<file path="src/rtl/gfsp_pkg.sv">
// ----------------------------------------------------------------------------
// Gradient file stream parser package
// Shared types and codes for the gradient file stream parser.
// ----------------------------------------------------------------------------
package gfsp_pkg;

   // File constants.
   localparam logic [31:0] MAGIC_WORD    = 32'h3842_4752;
   localparam logic [15:0] MAJOR_VERSION = 16'd3;
   localparam logic [15:0] MIN_STOPS     = 16'd2;

   // Record kinds.
   localparam logic [2:0] KIND_HEADER  = 3'd0;
   localparam logic [2:0] KIND_TITLE   = 3'd1;
   localparam logic [2:0] KIND_COLOUR  = 3'd2;
   localparam logic [2:0] KIND_OPACITY = 3'd3;
   localparam logic [2:0] KIND_DONE    = 3'd4;
   localparam logic [2:0] KIND_ERROR   = 3'd5;

   // Error codes.
   localparam logic [3:0] ERR_MAGIC     = 4'd0;
   localparam logic [3:0] ERR_VERSION   = 4'd1;
   localparam logic [3:0] ERR_FEW_COL   = 4'd2;
   localparam logic [3:0] ERR_HEAD      = 4'd3;
   localparam logic [3:0] ERR_MIDPAD    = 4'd4;
   localparam logic [3:0] ERR_ZPAD      = 4'd5;
   localparam logic [3:0] ERR_RGBPAD    = 4'd6;
   localparam logic [3:0] ERR_BLOCKEND  = 4'd7;
   localparam logic [3:0] ERR_FEW_OPAC  = 4'd8;
   localparam logic [3:0] ERR_TRUNCATED = 4'd9;

   // Parser phases, one-hot.
   typedef enum logic [13:0] {
      PH_MAGIC  = 14'b00_0000_0000_0001,
      PH_VER    = 14'b00_0000_0000_0010,
      PH_TLEN   = 14'b00_0000_0000_0100,
      PH_TITLE  = 14'b00_0000_0000_1000,
      PH_RCOUNT = 14'b00_0000_0001_0000,
      PH_RHEAD  = 14'b00_0000_0010_0000,
      PH_RZ     = 14'b00_0000_0100_0000,
      PH_RMID   = 14'b00_0000_1000_0000,
      PH_RRGB   = 14'b00_0001_0000_0000,
      PH_BEND1  = 14'b00_0010_0000_0000,
      PH_OCOUNT = 14'b00_0100_0000_0000,
      PH_OSTOP  = 14'b00_1000_0000_0000,
      PH_BEND2  = 14'b01_0000_0000_0000,
      PH_DRAIN  = 14'b10_0000_0000_0000
   } phase_type;

   // One result record.
   typedef struct packed {
      logic [2:0]  rec_kind;
      logic [15:0] stop_index;
      logic [15:0] z_pos;
      logic [15:0] mid_point;
      logic [15:0] red;
      logic [15:0] green;
      logic [15:0] blue;
      logic [15:0] opacity;
      logic [7:0]  title_byte;
      logic [15:0] version_minor;
      logic [3:0]  error_code;
      logic        unusual;
   } record_type;

endpackage

</file>
<file path="src/rtl/gradient_file_stream_parser.sv">
// ----------------------------------------------------------------------------
// Gradient file stream parser
// Parses a gradient file one byte per transfer and emits header, title,
// colour stop, opacity stop, done and error records.
// ----------------------------------------------------------------------------
// Output: a record is registered and appears on the rsp channel in the cycle
// after the byte that completes it is transferred in.
// Throughput: one byte per cycle unless a record waits on rsp_ready; the single
// result register takes a new record in the same cycle the previous one leaves.
// Reset: synchronous, active high; the parser waits for the magic of a file.
module gradient_file_stream_parser import gfsp_pkg::*; (
   input  logic        clock,
   input  logic        reset,
   input  logic        req_valid,
   output logic        req_ready,
   input  logic [7:0]  req_data_byte,
   input  logic        req_end_of_stream,
   output logic        rsp_valid,
   input  logic        rsp_ready,
   output logic [2:0]  rsp_rec_kind,
   output logic [15:0] rsp_stop_index,
   output logic [15:0] rsp_z_pos,
   output logic [15:0] rsp_mid_point,
   output logic [15:0] rsp_red,
   output logic [15:0] rsp_green,
   output logic [15:0] rsp_blue,
   output logic [15:0] rsp_opacity,
   output logic [7:0]  rsp_title_byte,
   output logic [15:0] rsp_version_minor,
   output logic [3:0]  rsp_error_code,
   output logic        rsp_unusual
);

   // Parser state.
   phase_type   phase_ff, phase_in;
   logic [3:0]  byte_pos_ff, byte_pos_in;
   logic [31:0] word_shift_ff, word_shift_in;
   logic [15:0] remaining_ff, remaining_in;
   logic [15:0] stop_counter_ff, stop_counter_in;
   logic [15:0] held_z_ff, held_z_in;
   logic [15:0] held_mid_ff, held_mid_in;
   logic [15:0] held_red_ff, held_red_in;
   logic [15:0] held_green_ff, held_green_in;
   logic        pad_flag_ff, pad_flag_in;

   // Result register.
   record_type  rsp_rec_ff, rsp_rec_in;
   logic        rsp_valid_ff;
   logic        emit;
   logic        req_fire;

   // A byte is taken whenever the result register is empty or being emptied.
   assign req_ready = !rsp_valid_ff || rsp_ready;
   assign req_fire  = req_valid && req_ready;

   // Decode one byte against the current phase.
   always_comb begin
      logic [31:0] shift_new;
      logic [15:0] hi;
      logic [15:0] lo;
      logic [3:0]  pos;
      logic [15:0] rem_dec;

      phase_in        = phase_ff;
      byte_pos_in     = byte_pos_ff;
      word_shift_in   = word_shift_ff;
      remaining_in    = remaining_ff;
      stop_counter_in = stop_counter_ff;
      held_z_in       = held_z_ff;
      held_mid_in     = held_mid_ff;
      held_red_in     = held_red_ff;
      held_green_in   = held_green_ff;
      pad_flag_in     = pad_flag_ff;
      rsp_rec_in      = '0;
      emit            = 1'b0;

      shift_new = {word_shift_ff[23:0], req_data_byte};
      hi        = shift_new[31:16];
      lo        = shift_new[15:0];
      pos       = byte_pos_ff;
      rem_dec   = remaining_ff - 16'd1;

      if (req_end_of_stream) begin
         // End of stream: quiet between files, truncation inside one.
         phase_in    = PH_MAGIC;
         byte_pos_in = '0;
         if (!(phase_ff == PH_DRAIN || (phase_ff == PH_MAGIC && byte_pos_ff == 4'd0))) begin
            emit                  = 1'b1;
            rsp_rec_in.rec_kind   = KIND_ERROR;
            rsp_rec_in.error_code = ERR_TRUNCATED;
         end
      end else if (phase_ff != PH_DRAIN) begin
         word_shift_in = shift_new;
         byte_pos_in   = pos + 4'd1;

         case (phase_ff)
            PH_MAGIC: begin
               if (pos >= 4'd3) begin
                  byte_pos_in = '0;
                  if (shift_new != MAGIC_WORD) begin
                     emit                  = 1'b1;
                     rsp_rec_in.rec_kind   = KIND_ERROR;
                     rsp_rec_in.error_code = ERR_MAGIC;
                     phase_in              = PH_DRAIN;
                  end else begin
                     phase_in = PH_VER;
                  end
               end
            end
            PH_VER: begin
               if (pos >= 4'd3) begin
                  byte_pos_in = '0;
                  emit        = 1'b1;
                  if (hi != MAJOR_VERSION) begin
                     rsp_rec_in.rec_kind   = KIND_ERROR;
                     rsp_rec_in.error_code = ERR_VERSION;
                     phase_in              = PH_DRAIN;
                  end else begin
                     rsp_rec_in.rec_kind      = KIND_HEADER;
                     rsp_rec_in.version_minor = lo;
                     phase_in                 = PH_TLEN;
                  end
               end
            end
            PH_TLEN: begin
               // An empty title goes straight on to the colour stop count.
               remaining_in = {8'd0, req_data_byte};
               byte_pos_in  = '0;
               phase_in     = (req_data_byte == 8'd0) ? PH_RCOUNT : PH_TITLE;
            end
            PH_TITLE: begin
               remaining_in          = rem_dec;
               emit                  = 1'b1;
               rsp_rec_in.rec_kind   = KIND_TITLE;
               rsp_rec_in.title_byte = req_data_byte;
               if (rem_dec == 16'd0) begin
                  byte_pos_in = '0;
                  phase_in    = PH_RCOUNT;
               end
            end
            PH_RCOUNT: begin
               if (pos >= 4'd1) begin
                  byte_pos_in = '0;
                  if (lo < MIN_STOPS) begin
                     emit                  = 1'b1;
                     rsp_rec_in.rec_kind   = KIND_ERROR;
                     rsp_rec_in.error_code = ERR_FEW_COL;
                     phase_in              = PH_DRAIN;
                  end else begin
                     remaining_in    = lo;
                     stop_counter_in = '0;
                     phase_in        = PH_RHEAD;
                  end
               end
            end
            PH_RHEAD: begin
               // Only the first head word is checked; the first stop has no z.
               if (pos >= 4'd3) begin
                  byte_pos_in = '0;
                  if (hi != 16'd0) begin
                     emit                  = 1'b1;
                     rsp_rec_in.rec_kind   = KIND_ERROR;
                     rsp_rec_in.error_code = ERR_HEAD;
                     phase_in              = PH_DRAIN;
                  end else if (stop_counter_ff == 16'd0) begin
                     held_z_in = '0;
                     phase_in  = PH_RMID;
                  end else begin
                     phase_in = PH_RZ;
                  end
               end
            end
            PH_RZ: begin
               if (pos >= 4'd3) begin
                  byte_pos_in = '0;
                  if (hi != 16'd0) begin
                     emit                  = 1'b1;
                     rsp_rec_in.rec_kind   = KIND_ERROR;
                     rsp_rec_in.error_code = ERR_ZPAD;
                     phase_in              = PH_DRAIN;
                  end else begin
                     held_z_in = lo;
                     phase_in  = PH_RMID;
                  end
               end
            end
            PH_RMID: begin
               if (pos >= 4'd3) begin
                  byte_pos_in = '0;
                  if (hi != 16'd0) begin
                     emit                  = 1'b1;
                     rsp_rec_in.rec_kind   = KIND_ERROR;
                     rsp_rec_in.error_code = ERR_MIDPAD;
                     phase_in              = PH_DRAIN;
                  end else begin
                     held_mid_in = lo;
                     pad_flag_in = 1'b0;
                     phase_in    = PH_RRGB;
                  end
               end
            end
            PH_RRGB: begin
               // The pad before red is only reported once blue has arrived.
               if (pos == 4'd3) begin
                  pad_flag_in = (hi != 16'd0);
                  held_red_in = lo;
               end else if (pos == 4'd5) begin
                  held_green_in = lo;
               end else if (pos >= 4'd7) begin
                  byte_pos_in = '0;
                  emit        = 1'b1;
                  if (pad_flag_ff) begin
                     rsp_rec_in.rec_kind   = KIND_ERROR;
                     rsp_rec_in.error_code = ERR_RGBPAD;
                     phase_in              = PH_DRAIN;
                  end else begin
                     rsp_rec_in.rec_kind   = KIND_COLOUR;
                     rsp_rec_in.stop_index = stop_counter_ff;
                     rsp_rec_in.z_pos      = held_z_ff;
                     rsp_rec_in.mid_point  = held_mid_ff;
                     rsp_rec_in.red        = held_red_ff;
                     rsp_rec_in.green      = held_green_ff;
                     rsp_rec_in.blue       = lo;
                     stop_counter_in       = stop_counter_ff + 16'd1;
                     remaining_in          = rem_dec;
                     phase_in              = (rem_dec == 16'd0) ? PH_BEND1 : PH_RHEAD;
                  end
               end
            end
            PH_BEND1, PH_BEND2: begin
               if (pos >= 4'd3) begin
                  byte_pos_in = '0;
                  if (shift_new != 32'd0) begin
                     emit                  = 1'b1;
                     rsp_rec_in.rec_kind   = KIND_ERROR;
                     rsp_rec_in.error_code = ERR_BLOCKEND;
                     phase_in              = PH_DRAIN;
                  end else if (phase_ff == PH_BEND1) begin
                     phase_in = PH_OCOUNT;
                  end else begin
                     emit                = 1'b1;
                     rsp_rec_in.rec_kind = KIND_DONE;
                     phase_in            = PH_MAGIC;
                  end
               end
            end
            PH_OCOUNT: begin
               if (pos >= 4'd1) begin
                  byte_pos_in = '0;
                  if (lo < MIN_STOPS) begin
                     emit                  = 1'b1;
                     rsp_rec_in.rec_kind   = KIND_ERROR;
                     rsp_rec_in.error_code = ERR_FEW_OPAC;
                     phase_in              = PH_DRAIN;
                  end else begin
                     remaining_in    = lo;
                     stop_counter_in = '0;
                     pad_flag_in     = 1'b0;
                     phase_in        = PH_OSTOP;
                  end
               end
            end
            PH_OSTOP: begin
               // Nonzero pad words only raise the unusual flag.
               if (pos == 4'd1 || pos == 4'd5) begin
                  if (lo != 16'd0) begin
                     pad_flag_in = 1'b1;
                  end
               end else if (pos == 4'd3) begin
                  held_z_in = lo;
               end else if (pos == 4'd7) begin
                  held_mid_in = lo;
               end else if (pos >= 4'd9) begin
                  byte_pos_in           = '0;
                  emit                  = 1'b1;
                  rsp_rec_in.rec_kind   = KIND_OPACITY;
                  rsp_rec_in.stop_index = stop_counter_ff;
                  rsp_rec_in.z_pos      = held_z_ff;
                  rsp_rec_in.mid_point  = held_mid_ff;
                  rsp_rec_in.opacity    = lo;
                  rsp_rec_in.unusual    = pad_flag_ff;
                  pad_flag_in           = 1'b0;
                  stop_counter_in       = stop_counter_ff + 16'd1;
                  remaining_in          = rem_dec;
                  phase_in              = (rem_dec == 16'd0) ? PH_BEND2 : PH_OSTOP;
               end
            end
            default: begin
               byte_pos_in = '0;
               phase_in    = PH_DRAIN;
            end
         endcase
      end
   end

   // State and result registers.
   always_ff @(posedge clock) begin
      if (reset) begin
         phase_ff        <= PH_MAGIC;
         byte_pos_ff     <= '0;
         word_shift_ff   <= '0;
         remaining_ff    <= '0;
         stop_counter_ff <= '0;
         held_z_ff       <= '0;
         held_mid_ff     <= '0;
         held_red_ff     <= '0;
         held_green_ff   <= '0;
         pad_flag_ff     <= 1'b0;
         rsp_valid_ff    <= 1'b0;
      end else if (req_fire) begin
         phase_ff        <= phase_in;
         byte_pos_ff     <= byte_pos_in;
         word_shift_ff   <= word_shift_in;
         remaining_ff    <= remaining_in;
         stop_counter_ff <= stop_counter_in;
         held_z_ff       <= held_z_in;
         held_mid_ff     <= held_mid_in;
         held_red_ff     <= held_red_in;
         held_green_ff   <= held_green_in;
         pad_flag_ff     <= pad_flag_in;
         rsp_valid_ff    <= emit;
      end else if (rsp_ready) begin
         rsp_valid_ff <= 1'b0;
      end
   end

   // Result payload needs no reset.
   always_ff @(posedge clock) begin
      if (req_fire && emit) begin
         rsp_rec_ff <= rsp_rec_in;
      end
   end

   // Output ports.
   assign rsp_valid         = rsp_valid_ff;
   assign rsp_rec_kind      = rsp_rec_ff.rec_kind;
   assign rsp_stop_index    = rsp_rec_ff.stop_index;
   assign rsp_z_pos         = rsp_rec_ff.z_pos;
   assign rsp_mid_point     = rsp_rec_ff.mid_point;
   assign rsp_red           = rsp_rec_ff.red;
   assign rsp_green         = rsp_rec_ff.green;
   assign rsp_blue          = rsp_rec_ff.blue;
   assign rsp_opacity       = rsp_rec_ff.opacity;
   assign rsp_title_byte    = rsp_rec_ff.title_byte;
   assign rsp_version_minor = rsp_rec_ff.version_minor;
   assign rsp_error_code    = rsp_rec_ff.error_code;
   assign rsp_unusual       = rsp_rec_ff.unusual;

endmodule
</file>
<file path="config.mk">
export PLATFORM = sky130hd
export DESIGN_NAME = gradient_file_stream_parser
export DESIGN_NICKNAME = d
export VERILOG_FILES = /design/src/rtl/gfsp_pkg.sv /design/src/rtl/gradient_file_stream_parser.sv
export SDC_FILE = /design/constraint.sdc
export NUM_CORES = 1
export LEC_CHECK = 0
export BUFFER_PORTS_ARGS = -buffer_cell sky130_fd_sc_hd__buf_4
export CELL_PAD_IN_SITES_DETAIL_PLACEMENT = 1
export CELL_PAD_IN_SITES_GLOBAL_PLACEMENT = 1
export CORE_MARGIN = 10
export CORE_UTILIZATION = 33
export DETAILED_ROUTE_END_ITERATION = 10
export PLACE_DENSITY = 0.72
export SETUP_SLACK_MARGIN = 0.2
export SYNTH_ARGS = -nofsm -noshare
export SYNTH_HDL_FRONTEND = slang
export SYNTH_SLANG_ARGS = --single-unit
</file>
<file path="constraint.sdc">
create_clock -name clock -period 38.2 [get_ports clock]
set_input_delay 7.64 -clock clock [delete_from_list [all_inputs] [get_ports clock]]
set_output_delay 7.64 -clock clock [all_outputs]
set_load 0.1 [all_outputs]
</file>
# Yosys cells after proc, flatten, opt, wreduce, memory -nomap -nowiden
# Index checks and enable logic that the tools add are counted.
word_totals:
  inputBits: 13
  latchBits: 0
  mem_bits_rw: 0
  output_inout_bits: 146
  mem_bits_ro: 0
  mem_count: 0
  ff_bits: 284
op_classes:
  multipliers: 0
  n_eq_ne: 63
  bitwise: 10
  order_cmp: 5
  div_mod_pow: 0
  n_reduce_logical: 40
  add_sub_neg: 3
  muxes: 174
  shifts: 0
op_table:
  columns: ["op", "count"]
  rows:
  - ["16-bit two-way mux", 37]
  - ["14-bit two-way mux", 27]
  - ["99-bit two-way mux", 3]
  - ["50-bit two-way mux", 4]
  - ["14-bit case mux with 12 select lines", 1]
  - ["144-bit two-way mux", 1]
  - ["96-bit two-way mux", 1]
  - ["16-bit case mux with 3 select lines", 2]
  - ["48-bit case mux with 2 select lines", 1]
  - ["16-bit case mux with 5 select lines", 1]
  - ["3-bit two-way mux", 24]
  - ["4-bit two-way mux", 16]
  - ["3-bit != test (second input constant)", 19]
  - ["48-bit two-way mux", 1]
  - ["2-bit != test (second input constant)", 21]
  - ["1-bit two-way mux", 38]
  - ["16-bit logical NOT", 2]
  - ["32-bit by 30-bit != test with 1-bit output (second input constant)", 1]
  - ["16-bit case mux with 2 select lines", 1]
  - ["4-bit case mux with 8 select lines", 1]
  - ["16-bit nonzero test", 2]
  - ["32-bit nonzero test", 1]
  - ["14-bit AND reduction", 2]
  - ["3-bit case mux with 8 select lines", 1]
  - ["61 further kinds", 87]

# Logic depth before layout (Yosys ltp)
# Gate-level depths: netlist of run 1.
logic_depth:
  word_depth: 10
  mapped_depth: 11

# Worst setup path after synthesis of run 1
# Ideal clock, no wire load.
synth_timing:
  kind: "input to register"
  startpoint: "input rsp_ready"
  endpoint: "register rsp_rec_ff, in the netlist rsp_blue[0] (enable)"
  cell_stages: 3
  setup_slack_ns: 18.485
  t_arrival_ns: 18.869
  required_time_ns: 37.354
  n_path_buf: 0
  cell_sequence: "nand2b_1 -> nand2_1 -> o21ai_0"
synth_between:
  elab_chain_len: 3
synth_lines:
  columns: ["element", "line_no", "text"]
  rows:
  - ["start: declaration", "gradient_file_stream_parser.sv:19", "input logic rsp_ready,"]
  - ["1-bit logical OR", "gradient_file_stream_parser.sv:53", "assign req_ready = !rsp_valid_ff || rsp_ready;"]
  - ["1-bit logical AND", "gradient_file_stream_parser.sv:54", "assign req_fire = req_valid && req_ready;"]
  - ["1-bit logical AND", "gradient_file_stream_parser.sv:329", "if (req_fire && emit) begin"]
  - ["end signal: assignment", "gradient_file_stream_parser.sv:330", "rsp_rec_ff <= rsp_rec_in;"]
  - ["end: declaration", "gradient_file_stream_parser.sv:47", "record_type rsp_rec_ff, rsp_rec_in;"]
# Every way passes these cells.
# A chain may end at the register's enable or synchronous reset.

# Final worst setup path of run 1
layout_timing:
  startpoint: "input rsp_ready"
  endpoint: "output req_ready"
layout_between:
  elab_chain_len: 1
layout_lines:
  columns: ["element", "line_no", "text"]
  rows:
  - ["1-bit logical OR", "gradient_file_stream_parser.sv:53", null]
  - ["end: declaration", "gradient_file_stream_parser.sv:15", "output logic req_ready,"]
# Every way passes these cells.

==> load_flow_metrics.sql, run 1 <==
INSERT INTO impl_metrics (metric_group, metric, value, unit) VALUES
('run_status', 'run_status', 'completed', ''),
('die', 'placement_rows', '72', ''),
('yosys', 'seq_cells_post_synth', '284', ''),
('yosys', 'syn-instance-count', '1280', ''),
('sta', 'fin_skew', '11.86', 'ps'),
('routing', 'detail_route.first_pass.iterations', '5', ''),
('power_and_ir_drop', 'power.ir.vdd_worst', '0.00002937', 'V'),
('sta', 'rsz_0062_raised_after_global_routing', 'no', ''),
('yosys', 'synth_flop_cell', 'edfxtp_1', ''),
('global_routing', 'grt_overall_usage', '17.63', '%'),
('global_routing', 'grt_util_met1', '21.95', '%'),
('sta', 'setup_viol_count_final', '0', ''),
('setup_path', 'critPathKind', 'in -> out', ''),
('finish', 'number_of_standard_cells_in_the_final_layout_excluding_fillers', '1936', ''),
('yosys', 'synth.yosys.seq_area_share', '55.48', '%'),
('setup_path', 'crit_path_end_kind', 'output port', ''),
('sta', 'final.min_clock_period', '15810', 'ps'),
('cts', 'cts.repair.resized', '0', ''),
('die', 'die_width', '217.3', 'µm'),
('setup_path', 'critical_path.n_buffers_inverters', '2', ''),
('place', 'placedCellCount', '1879', ''),
('global_routing', 'grt_use_met2', '30.26', '%'),
('setup_path', 'reg2reg_slack', '32730', 'ps'),
('routing', 'post_drt_via_cell_ratio', '5.325', ''),
('sta', 'worstMarginPinSlew', '1325', 'ps'),
('die', 'pin_count', '159', ''),
('setup_path', 'critical-path-slowest-cell', 'buf_4', ''),
('sta', 'post-route-worst-setup-slack', '22390', 'ps'),
('global_routing', 'largest_net_degree_at_the_start_of_global_routing', '97', ''),
('cts', 'postCtsSetupRepairBufs', '0', ''),
('yosys', 'synth_top_cell_by_area', 'edfxtp_1', ''),
('global_routing', 'gr-max-usage-layer', 'met2', ''),
('setup_path', 'setup.worst_path.start_class', 'input port', ''),
('setup_path', 'crit_path_max_fanout', '3', ''),
('finish', 'largest_register_ffs', '24', ''),
('sta', 'maxSlewHeadroom', '11.65', '%'),
('global_routing', 'globalRouteMet3Util', '3.176', '%'),
('place', 'placement.setup.worst_slack', '22390', 'ps'),
('yosys', 'synthesis.area_per_instance', '10.04', 'µm²'),
('power_and_ir_drop', 'power.density_cell_area', '43.49', 'mW/mm²'),
('cts', 'cts-hold-fix-buffers', '0', ''),
('global_routing', 'antenna_violations_before_repair', '1', ''),
('routing', 'post-route-drc-count', '0', ''),
('place', 'place.detailed.hpwl', '29210', 'µm'),
('sta', 'slew_violations', '0', ''),
('global_routing', 'grt_pass1_wl', '65740', 'µm'),
('finish', 'fin_nets', '1414', ''),
('global_routing', 'via_count_of_the_first_global_routing_pass', '10660', ''),
('routing', 'wl_per_cell', '22.12', 'µm'),
('setup_path', 'cpLargestDelayFamily', 'buffers and inverters', ''),
('finish', 'largest-register', 'word_shift_ff', ''),
('power_and_ir_drop', 'leakage', '5.741', 'nW'),
('die', 'initial_standard_cell_utilization_of_the_core', '33.31', '%'),
('setup_path', 'worst_ep_required_time', '30560', 'ps'),
('die', 'coreArea', '0.03856', 'mm²'),
('die', 'dieHeight', '217.3', 'µm'),
('routing', 'antenna_left', '0', ''),
('sta', 'fin_worst_hold_slack', '446.0', 'ps'),
('setup_path', 'worst_path_most_repeated_cell', 'buf_4', ''),
('place', 'rd_place_congestion', '0.9223', ''),
('cts', 'clock_latency', '590', 'ps'),
('routing', 'dr_total_vias', '10310', ''),
('cts', 'clock_tree.htree_level_count', '1', ''),
('cts', 'cts.reportedPaths.clkPinSlew', '60', 'ps'),
('cts', 'numClockSinks', '284', ''),
('global_routing', 'globalRouteOverflowTotal', '0', ''),
('yosys', 'synthesis.yosys.warnings', '0', ''),
('sta', 'fin_setup_tns', '0', 'ps'),
('setup_path', 'max_stage_delay', '310', 'ps'),
('min_path', 'hp-class', 'reg -> reg', ''),
('finish', 'area.growth.synth_to_final', '20.90', '%');
## cell families after synthesis
logic type                 Yosys count  synth area share (%)
DFF                                284                 55.48
adders and majority gates            8                0.7793
muxes                               18                 1.403
xor gates and xnor gates            25                 1.705
buffers and inverters              109                 3.770
AOI/OAI and AO/OA                  206                 10.49
and+or+nand+nor                    630                 26.37
## synth_stat cells, drive strengths merged (7+ instances only)
cell type,count
nor2,85
dfxtp,140
buf,37
nor4b,9
a211oi,8
nand3,40
edfxtp,144
nand4,23
mux2i,18
o31ai,8
or3b,8
clkbuf,54
a21oi,101
nor3,32
or3,7
ha,8
and4,8
nor4,39
nand4b,7
o21ai,34
inv,18
nand2b,10
or4,8
a31oi,7
nand2,186
and2,140
xnor2,19
## worst register-to-register path: stages (launching register included)
cell and delay [ps]:
dfxtp_1 460, nor2_1 520, nand4_1 390, o2bb2ai_1 1140, nor4_1 130, buf_4 220, a311o_1 370, o21ai_4 90
buf_4 750, buf_4 940
## area by class of cell
cell class / count / area (µm²)
Timing Repair Buffer: 172 / 1291
Tap cell: 518 / 648.1
Fill cell: 4364 / 23030
Clock buffer: 39 / 855.8
Multi-Input combinational cell: 887 / 5286
Clock inverter: 17 / 251.5
Sequential cell: 284 / 7127
Inverter: 18 / 67.56
Antenna cell: 1 / 2.502
## power breakdown
| group | internal, mW | leakage, nW | total [mW] | switching [mW] |
|---|---|---|---|---|
| combinational | 0.00557 | 2.55 | 0.0308 | 0.0252 |
| clock | 0.193 | 0.540 | 0.321 | 0.128 |
| sequential | 0.321 | 2.65 | 0.324 | 0.00319 |
## layout by cell type, fill, tap and decap left out, types with 19 or more instances in the layout
cell,count
clkbuf_16,31
nand2_1,185
nand4_1,23
a21oi_1,99
nor3_1,30
nor2_1,83
nor4_1,29
o21ai_0,29
buf_4,172
xnor2_1,19
dfxtp_1,140
edfxtp_1,144
and2_1,140
nand3_1,40
## stage by stage
step / util, % / instance area (µm²) / power (mW)
detailed placement: 37.40 / 14420 / 0.3612
floorplan: - / 12840 / 0.3516
global route: 40.28 / 15530 / 0.6961
finish: 40.28 / 15530 / 0.6755
global placement: 37.40 / 14420 / 0.3608
CTS: 40.27 / 15530 / 0.6819
## worst paths after layout
path / startpoint / to / cells after the start
setup reg to reg: phase_ff[12] / rsp_blue[3] / 9
hold reg to reg: held_z_ff[3] / held_z_ff[3] / 2
hold / removal: held_z_ff[3] / held_z_ff[3] / 2
setup / recovery: rsp_ready / req_ready / 3
## per-layer routing
| layer | vias to the layer above | routed length [µm] |
|---|---|---|
| met3 | 66 | 2561 |
| met2 | 301 | 21110 |
| li1 | 4782 | - |
| met4 | 0 | 1188 |
| met1 | 5160 | 17960 |
| met5 | - | 0 |
Power figures use the tool's default switching activity.
==> run 2: changes to the inputs <==
--- a/config.mk
+++ b/config.mk
@@ -11,7 +11,7 @@
 export CORE_MARGIN = 10
 export CORE_UTILIZATION = 33
 export DETAILED_ROUTE_END_ITERATION = 10
-export PLACE_DENSITY = 0.72
+export PLACE_DENSITY = 0.74
 export SETUP_SLACK_MARGIN = 0.2
 export SYNTH_ARGS = -nofsm -noshare
 export SYNTH_HDL_FRONTEND = slang
==> constraint.sdc (replaced) <==
create_clock -name clock -period 13.5 [get_ports clock]
set_input_delay 2.7 -clock clock [delete_from_list [all_inputs] [get_ports clock]]
set_output_delay 2.7 -clock clock [all_outputs]
set_load 0.1 [all_outputs]
==> run 2 against run 1 <==
Worst setup slack got worse by 15000 ps. Global-route usage fell by 0.44 points. Sequential share of layout area rose by 0.23 points. Combinational power rose to 2.8 times the previous value. Power rose to 2.8 times the previous value. Routed wire length fell by 1.4%. Count of clock-buffer cells in the layout fell by 2. Sequential power rose to 2.8 times the previous value. First-iteration DRC count fell by 6.4%. Final cell count barely moved. Hold slack improved by 0.82 ps.
==> load_flow_metrics.sql, run 2 (synthesis results as in run 1) <==
INSERT INTO impl_metrics (metric_group, metric, value, unit) VALUES
('cts', 'cts-hold-fix-buffers', '0', ''),
('cts', 'cts.reportedPaths.clkPinSlew', '60', 'ps'),
('setup_path', 'setup.worst_path.start_class', 'input port', ''),
('setup_path', 'path_cells', 'buf_4 > nand2b_1 > buf_4', ''),
('cts', 'clock_latency', '590', 'ps'),
('power_and_ir_drop', 'pwr-share-comb', '4.6', '%'),
('die', 'coreArea', '0.03856', 'mm²'),
('cts', 'clock_tree.htree_level_count', '1', ''),
('cts', 'clock_tree_from_tritoncts', 'done', ''),
('setup_path', 'worst_ep_required_time', '10800', 'ps'),
('routing', 'detail_route.first_pass.iterations', '4', ''),
('setup_path', 'critical-path-slowest-cell', 'buf_4', ''),
('die', 'die_width', '217.3', 'µm'),
('setup_path', 'crit_path_max_fanout', '3', ''),
('place', 'placement.setup.worst_slack', '7262', 'ps'),
('min_path', 'hp-class', 'reg -> reg', ''),
('finish', 'area.growth.synth_to_final', '20.31', '%'),
('sta', 'min_period_over_period', '43.95', '%'),
('sta', 'worstMarginPinSlew', '1083', 'ps'),
('cts', 'clk_root_buffer_cell', 'clkbuf_16', ''),
('global_routing', 'grt_overall_usage', '17.19', '%'),
('setup_path', 'critPathKind', 'in -> out', ''),
('run_status', 'run_status', 'completed', ''),
('global_routing', 'antenna_violations_before_repair', '0', ''),
('finish', 'fin_nets', '1414', ''),
('power_and_ir_drop', 'p_sw', '0.4383', 'mW'),
('global_routing', 'via_count_of_the_first_global_routing_pass', '10470', ''),
('global_routing', 'largest_net_degree_at_the_start_of_global_routing', '76', ''),
('cts', 'postCtsSetupRepairBufs', '0', ''),
('cts', 'cts.repair.resized', '0', ''),
('routing', 'wl_per_cell', '21.82', 'µm'),
('sta', 'maxSlewHeadroom', '27.43', '%'),
('setup_path', 'timing.critical_path.arrival', '3230', 'ps'),
('sta', 'slew_violations', '0', ''),
('power_and_ir_drop', 'power.density_cell_area', '121.8', 'mW/mm²'),
('power_and_ir_drop', 'power.ir.vdd_worst', '0.00009720', 'V'),
('cts', 'numClockSinks', '284', ''),
('sta', 'fin_setup_tns', '0', 'ps'),
('sta', 'rsz_0062_raised_after_global_routing', 'no', ''),
('routing', 'dr_total_vias', '10200', ''),
('routing', 'antenna_left', '0', ''),
('sta', 'max_freq', '168.6', 'MHz'),
('die', 'dieHeight', '217.3', 'µm'),
('finish', 'commonest_cells_after_routing_fill_and_taps_aside', 'nand2_1, buf_4, edfxtp_1', ''),
('finish', 'largest-register', 'word_shift_ff', ''),
('place', 'place.detailed.hpwl', '29210', 'µm'),
('power_and_ir_drop', 'intPower', '1.444', 'mW'),
('routing', 'post-route-drc-count', '0', ''),
('die', 'placement_rows', '72', ''),
('place', 'rd_place_congestion', '0.9349', ''),
('routing', 'drt_wl_total', '42220', 'µm'),
('cts', 'cts_buffers', '30', ''),
('finish', 'fin_util', '40.08', '%'),
('finish', 'largest_register_ffs', '24', ''),
('global_routing', 'globalRouteOverflowTotal', '0', ''),
('die', 'die_area', '0.04721', 'mm²'),
('sta', 'fin_worst_hold_slack', '446.8', 'ps'),
('place', 'port_buffer_count', '158', ''),
('die', 'initial_standard_cell_utilization_of_the_core', '33.31', '%'),
('sta', 'final_hold_violation_count', '0', ''),
('setup_path', 'max_stage_delay', '310', 'ps'),
('setup_path', 'crit_path_end_kind', 'output port', ''),
('power_and_ir_drop', 'sequential_power_share', '48.7', '%'),
('global_routing', 'grt_pass1_wl', '64270', 'µm'),
('power_and_ir_drop', 'power_frac_clock', '46.7', '%'),
('finish', 'final_common_cell', 'nand2_1', ''),
('sta', 'post-route-worst-setup-slack', '7567', 'ps'),
('finish', 'final_layout_size_suffix_gt1_share', '18.21', '%'),
('routing', 'post_drt_via_cell_ratio', '5.269', ''),
('sta', 'fin_skew', '28.40', 'ps'),
('die', 'pin_count', '159', ''),
('sta', 'final.min_clock_period', '5933', 'ps'),
('cts', 'cts_buffer_depth', '3', ''),
('routing', 'detailedRoute.firstIterationViolations', '634', ''),
('setup_path', 'worst_path_most_repeated_cell', 'buf_4', ''),
('power_and_ir_drop', 'leakage', '5.706', 'nW'),
('job', 'max_cap_viol_count', '0', ''),
('power_and_ir_drop', 'power_switching_share', '23.29', '%'),
('finish', 'antenna_cells_inserted', '0', ''),
('sta', 'setup_viol_count_final', '0', '');
==> run 2: per-layer routing <==
metal | GRT usage (%) | share of wire (%) | wire length, µm | vias to the layer above
met3 | 2.926 | 4.7 | 1992 | 62
met5 | 0 | 0 | 0 | -
met2 | 29.43 | 49 | 20750 | 237
met1 | 21.66 | 44 | 18400 | 5111
li1 | - | - | - | 4786
met4 | 5.337 | 2.6 | 1080 | 0
==> run 2: worst paths after layout <==
| path | endpoint | slack (ps) | cells past startpoint | startpoint |
|---|---|---|---|---|
| setup / recovery | req_ready | 7570 | 3 | rsp_ready |
| hold / removal | held_z_ff[3] | 450 | 2 | held_z_ff[3] |
| setup reg to reg | rsp_blue[10] | 9270 | 8 | phase_ff[4] |
| hold reg to reg | held_z_ff[3] | 450 | 2 | held_z_ff[3] |
==> run 2: cell type report <==
| type | count | area, µm² |
|---|---|---|
| clock buffers | 37 | 807.0 |
| repair buffers | 172 | 1291 |
| flip-flops and latches | 284 | 7127 |
| fillers | 4356 | 23100 |
| inverters | 18 | 67.56 |
| clock inverters | 19 | 249.0 |
| multi-input cells | 887 | 5264 |
| well taps | 518 | 648.1 |
==> run 2: power by group through the flow <==
| stage | sequential (mW) | clock [mW] | combinational, mW |
|---|---|---|---|
| 3_3_place_gp | 0.935 | 0 | 0.0844 |
| 3_5_place_dp | 0.935 | 0 | 0.0858 |
| 2_1_floorplan | 0.959 | 0 | 0.0335 |
| 4_1_cts | 0.916 | 0.896 | 0.0861 |
| 6_report | 0.916 | 0.879 | 0.0859 |
| 5_1_grt | 0.916 | 0.932 | 0.0905 |
==> run 2: per-stage QoR <==
| stage | total power [mW] | area, µm² | cells |
|---|---|---|---|
| floorplan | 0.9927 | 12840 | 1280 |
| global placement | 1.019 | 14400 | 1879 |
| detailed placement | 1.021 | 14400 | 1879 |
| CTS | 1.898 | 15450 | 1935 |
| global route | 1.939 | 15450 | 1935 |
| finish | 1.882 | 15450 | 1935 |
==> run 2: critical path, delay by kind of cell <==
family | cells | cell delay [ps]
buffers and inverters | 2 | 380
and+or+nand+nor | 1 | 150
==> run 3: changes to the inputs <==
--- a/config.mk
+++ b/config.mk
@@ -5,6 +5,7 @@
 export SDC_FILE = /design/constraint.sdc
 export NUM_CORES = 1
 export LEC_CHECK = 0
+export ABC_AREA = 1
 export BUFFER_PORTS_ARGS = -buffer_cell sky130_fd_sc_hd__buf_4
 export CELL_PAD_IN_SITES_DETAIL_PLACEMENT = 1
 export CELL_PAD_IN_SITES_GLOBAL_PLACEMENT = 1
==> constraint.sdc (replaced) <==
create_clock -name clock -period 5.8 [get_ports clock]
set_input_delay 1.16 -clock clock [delete_from_list [all_inputs] [get_ports clock]]
set_output_delay 1.16 -clock clock [all_outputs]
set_load 0.1 [all_outputs]
==> run 3 against run 2 <==
Worst setup slack got worse by 5800 ps. Final cell count rose by 18%. First-iteration DRC count rose by 13%. Utilization rose by 0.078 points. Sequential share of layout area fell by 1.5 points. Clock power rose by 140%. Synthesized cell count rose by 25%. Synthesized area rose by 3.4%. Non-clock buffer count fell by 7. Critical endpoint is now rsp_version_minor[5]. Largest power group is now combinational logic.
==> load_flow_metrics.sql, run 3 <==
INSERT INTO impl_metrics (metric_group, metric, value, unit) VALUES
('sta', 'min_period_over_period', '69.56', '%'),
('cts', 'cts_buffers', '31', ''),
('power_and_ir_drop', 'intPower', '4.259', 'mW'),
('place', 'postPlaceCellArea', '0.01488', 'mm²'),
('cts', 'numClockSinks', '284', ''),
('routing', 'antenna_left', '0', ''),
('power_and_ir_drop', 'sequential_power_share', '33.4', '%'),
('die', 'placement_rows', '73', ''),
('finish', 'antenna_cells_inserted', '0', ''),
('finish', 'multiInputGateArea', '0.005154', 'mm²'),
('place', 'rd_place_congestion', '0.9335', ''),
('cts', 'cts_buffer_depth', '3', ''),
('routing', 'drt_wl_total', '45560', 'µm'),
('finish', 'final_layout_size_suffix_gt1_share', '16.06', '%'),
('yosys', 'synthMostInstantiatedCell', 'nor2_1', ''),
('die', 'die_area', '0.04867', 'mm²'),
('power_and_ir_drop', 'p_sw', '3.422', 'mW'),
('cts', 'postCtsSetupRepairBufs', '0', ''),
('cts', 'clock_tree_from_tritoncts', 'done', ''),
('die', 'dieHeight', '220.6', 'µm'),
('power_and_ir_drop', 'power.density_cell_area', '481.4', 'mW/mm²'),
('finish', 'area.growth.synth_to_final', '20.14', '%'),
('global_routing', 'antenna_violations_before_repair', '0', ''),
('cts', 'clk_root_buffer_cell', 'clkbuf_16', ''),
('setup_path', 'setup.worst_path.start_class', 'flip-flop', ''),
('die', 'die_width', '220.6', 'µm'),
('global_routing', 'grt_overall_usage', '18.27', '%'),
('routing', 'post-route-drc-count', '0', ''),
('finish', 'fin_util', '40.16', '%'),
('power_and_ir_drop', 'power_frac_clock', '27.3', '%'),
('place', 'port_buffer_count', '158', ''),
('routing', 'detailroute.wirelength.met3', '2401', 'µm'),
('power_and_ir_drop', 'power.ir.vdd_worst', '0.0002559', 'V'),
('sta', 'max_freq', '247.9', 'MHz'),
('yosys', 'synth_enable_flop_cells', '144', ''),
('global_routing', 'largest_net_degree_at_the_start_of_global_routing', '145', ''),
('routing', 'top_layer_used', 'met4', ''),
('routing', 'post_drt_via_cell_ratio', '5.069', ''),
('yosys', 'synth_flop_cell', 'edfxtp_1', ''),
('place', 'placedCellCount', '2230', ''),
('sta', 'fin_skew', '12.06', 'ps'),
('finish', 'register_area', '0.007127', 'mm²'),
('sta', 'fin_setup_tns', '0', 'ps'),
('cts', 'cts-hold-fix-buffers', '0', ''),
('finish', 'final_common_cell', 'nor2_1', ''),
('sta', 'final.min_clock_period', '4034', 'ps'),
('sta', 'worstMarginPinSlew', '1224', 'ps'),
('power_and_ir_drop', 'pwr-share-comb', '39.3', '%'),
('place', 'place.detailed.hpwl', '32600', 'µm'),
('yosys', 'seq_cells_post_synth', '284', ''),
('finish', 'post_route_cell_area', '0.01596', 'mm²'),
('cts', 'cts.repair.resized', '0', ''),
('yosys', 'synthTopCellsByArea', 'edfxtp_1, dfxtp_1, nor2_1', ''),
('cts', 'cts.reportedPaths.clkPinSlew', '60', 'ps'),
('job', 'max_cap_viol_count', '0', ''),
('setup_path', 'timing.critical_path.arrival', '4210', 'ps'),
('yosys', 'synth_largest_type_area_fraction', '32.56', '%'),
('finish', 'largest-register', 'word_shift_ff', ''),
('yosys', 'synth_top_cell_by_area', 'edfxtp_1', ''),
('die', 'pin_count', '159', ''),
('global_routing', 'globalRouteOverflowTotal', '0', ''),
('power_and_ir_drop', 'leakage', '6.328', 'nW'),
('power_and_ir_drop', 'power_switching_share', '44.55', '%'),
('min_path', 'hp-class', 'reg -> reg', ''),
('yosys', 'netlist_top_cells_count', 'nor2_1, nand2_1, inv_1', ''),
('sta', 'setup_viol_count_final', '0', ''),
('power_and_ir_drop', 'finalPower', '7.681', 'mW'),
('sta', 'rsz_0062_raised_after_global_routing', 'no', ''),
('sta', 'final_hold_violation_count', '0', ''),
('setup_path', 'crit_path_end_kind', 'flip-flop', ''),
('routing', 'detailedRoute.firstIterationViolations', '714', ''),
('finish', 'commonest_cells_after_routing_fill_and_taps_aside', 'nor2_1, nand2_1, buf_4', ''),
('yosys', 'synthesis.area_per_instance', '8.274', 'µm²'),
('yosys', 'fraction_of_synthesis_flops_using_an_asynchronous_set_or_reset_pin', '0', '%'),
('finish', 'nFillCells', '4780', ''),
('routing', 'dr_wl_met2', '21960', 'µm'),
('finish', 'largest_register_ffs', '24', ''),
('setup_path', 'critPathKind', 'reg -> reg', ''),
('routing', 'wl_met1', '20220', 'µm'),
('yosys', 'postSynthNetCount', '1626', ''),
('yosys', 'synth.yosys.seq_area_share', '53.66', '%'),
('yosys', 'yosys.cell_types.count', '53', ''),
('finish', 'fin_nets', '1759', ''),
('yosys', 'mappedNetlistArea', '0.01328', 'mm²'),
('global_routing', 'grt_pass1_wl', '69540', 'µm'),
('cts', 'clock_tree.htree_level_count', '1', ''),
('die', 'coreArea', '0.03973', 'mm²'),
('yosys', 'syn-instance-count', '1605', ''),
('die', 'initial_standard_cell_utilization_of_the_core', '33.42', '%'),
('run_status', 'run_status', 'completed', ''),
('setup_path', 'worst_ep_required_time', '5980', 'ps'),
('cts', 'clock_latency', '570', 'ps'),
('setup_path', 'crit_path_max_fanout', '144', ''),
('global_routing', 'via_count_of_the_first_global_routing_pass', '11750', ''),
('routing', 'dr_total_vias', '11590', ''),
('yosys', 'synthesis.yosys.warnings', '0', ''),
('routing', 'detail_route.first_pass.iterations', '5', ''),
('sta', 'maxSlewHeadroom', '18.43', '%'),
('sta', 'slew_violations', '0', ''),
('routing', 'wl_per_cell', '19.92', 'µm'),
('finish', 'number_of_standard_cells_in_the_final_layout_excluding_fillers', '2287', '');
## run 3: critical path: stages, from the launching register on
cell and delay [ps]:
dfxtp_1 350, nor2_4 190, nand2_4 100, nor2_2 510
nand2_4 230, inv_4 160, nor2_4 60, nand2_2 260
inv_1 270, nand3b_1 190, nand2_1 100, inv_1 130
nand2_1 170, nand2_8 740
## run 3: final timing paths
| kind | startpoint | end | slack [ps] | cells after the start |
|---|---|---|---|---|
| max | phase_ff[2] | rsp_version_minor[5] | 1770 | 13 |
| max reg2reg | phase_ff[2] | rsp_version_minor[5] | 1770 | 13 |
| min reg2reg | held_z_ff[9] | held_z_ff[9] | 480 | 2 |
| min | held_z_ff[9] | held_z_ff[9] | 480 | 2 |
## run 3: logic make-up after synthesis
group / synth area share [%]
compound gates: 11.03
xor+xnor: 0.5276
fa+ha+maj: 0.7538
buf+inv: 7.678
flops: 53.67
simple gates: 26.34
## run 3: layout make-up
cell class / count / share of cell area (%)
inverters: 182 / 4.384
repair buffers: 165 / 7.764
flip-flops and latches: 284 / 44.67
well taps: 525 / 4.117
multi-input cells: 1074 / 32.30
clock inverters: 21 / 1.725
clock buffers: 36 / 5.042
## run 3: layer usage
layer	vias up	track usage, %
met2	263	31.56
li1	5559	-
met5	-	0
met1	5718	23.58
met3	53	2.417
met4	0	4.874
## run 3: power groups by stage
stage               Combinational [mW]  Clock [mW]  Sequential (mW)
global route                      3.23        2.22             2.60
detailed placement                3.02           0             2.61
floorplan                         1.18           0             3.77
finish                            3.02        2.10             2.57
global placement                  2.98           0             2.61
CTS                               3.03        2.13             2.57
## run 3: per-stage QoR
step	setup slack, ps	hold WS, ps
finish	1766	484.3
global route	1379	511.0
CTS	1808	489.5
detailed placement	1427	475.3
global placement	1567	460.9
floorplan	865.4	440.3
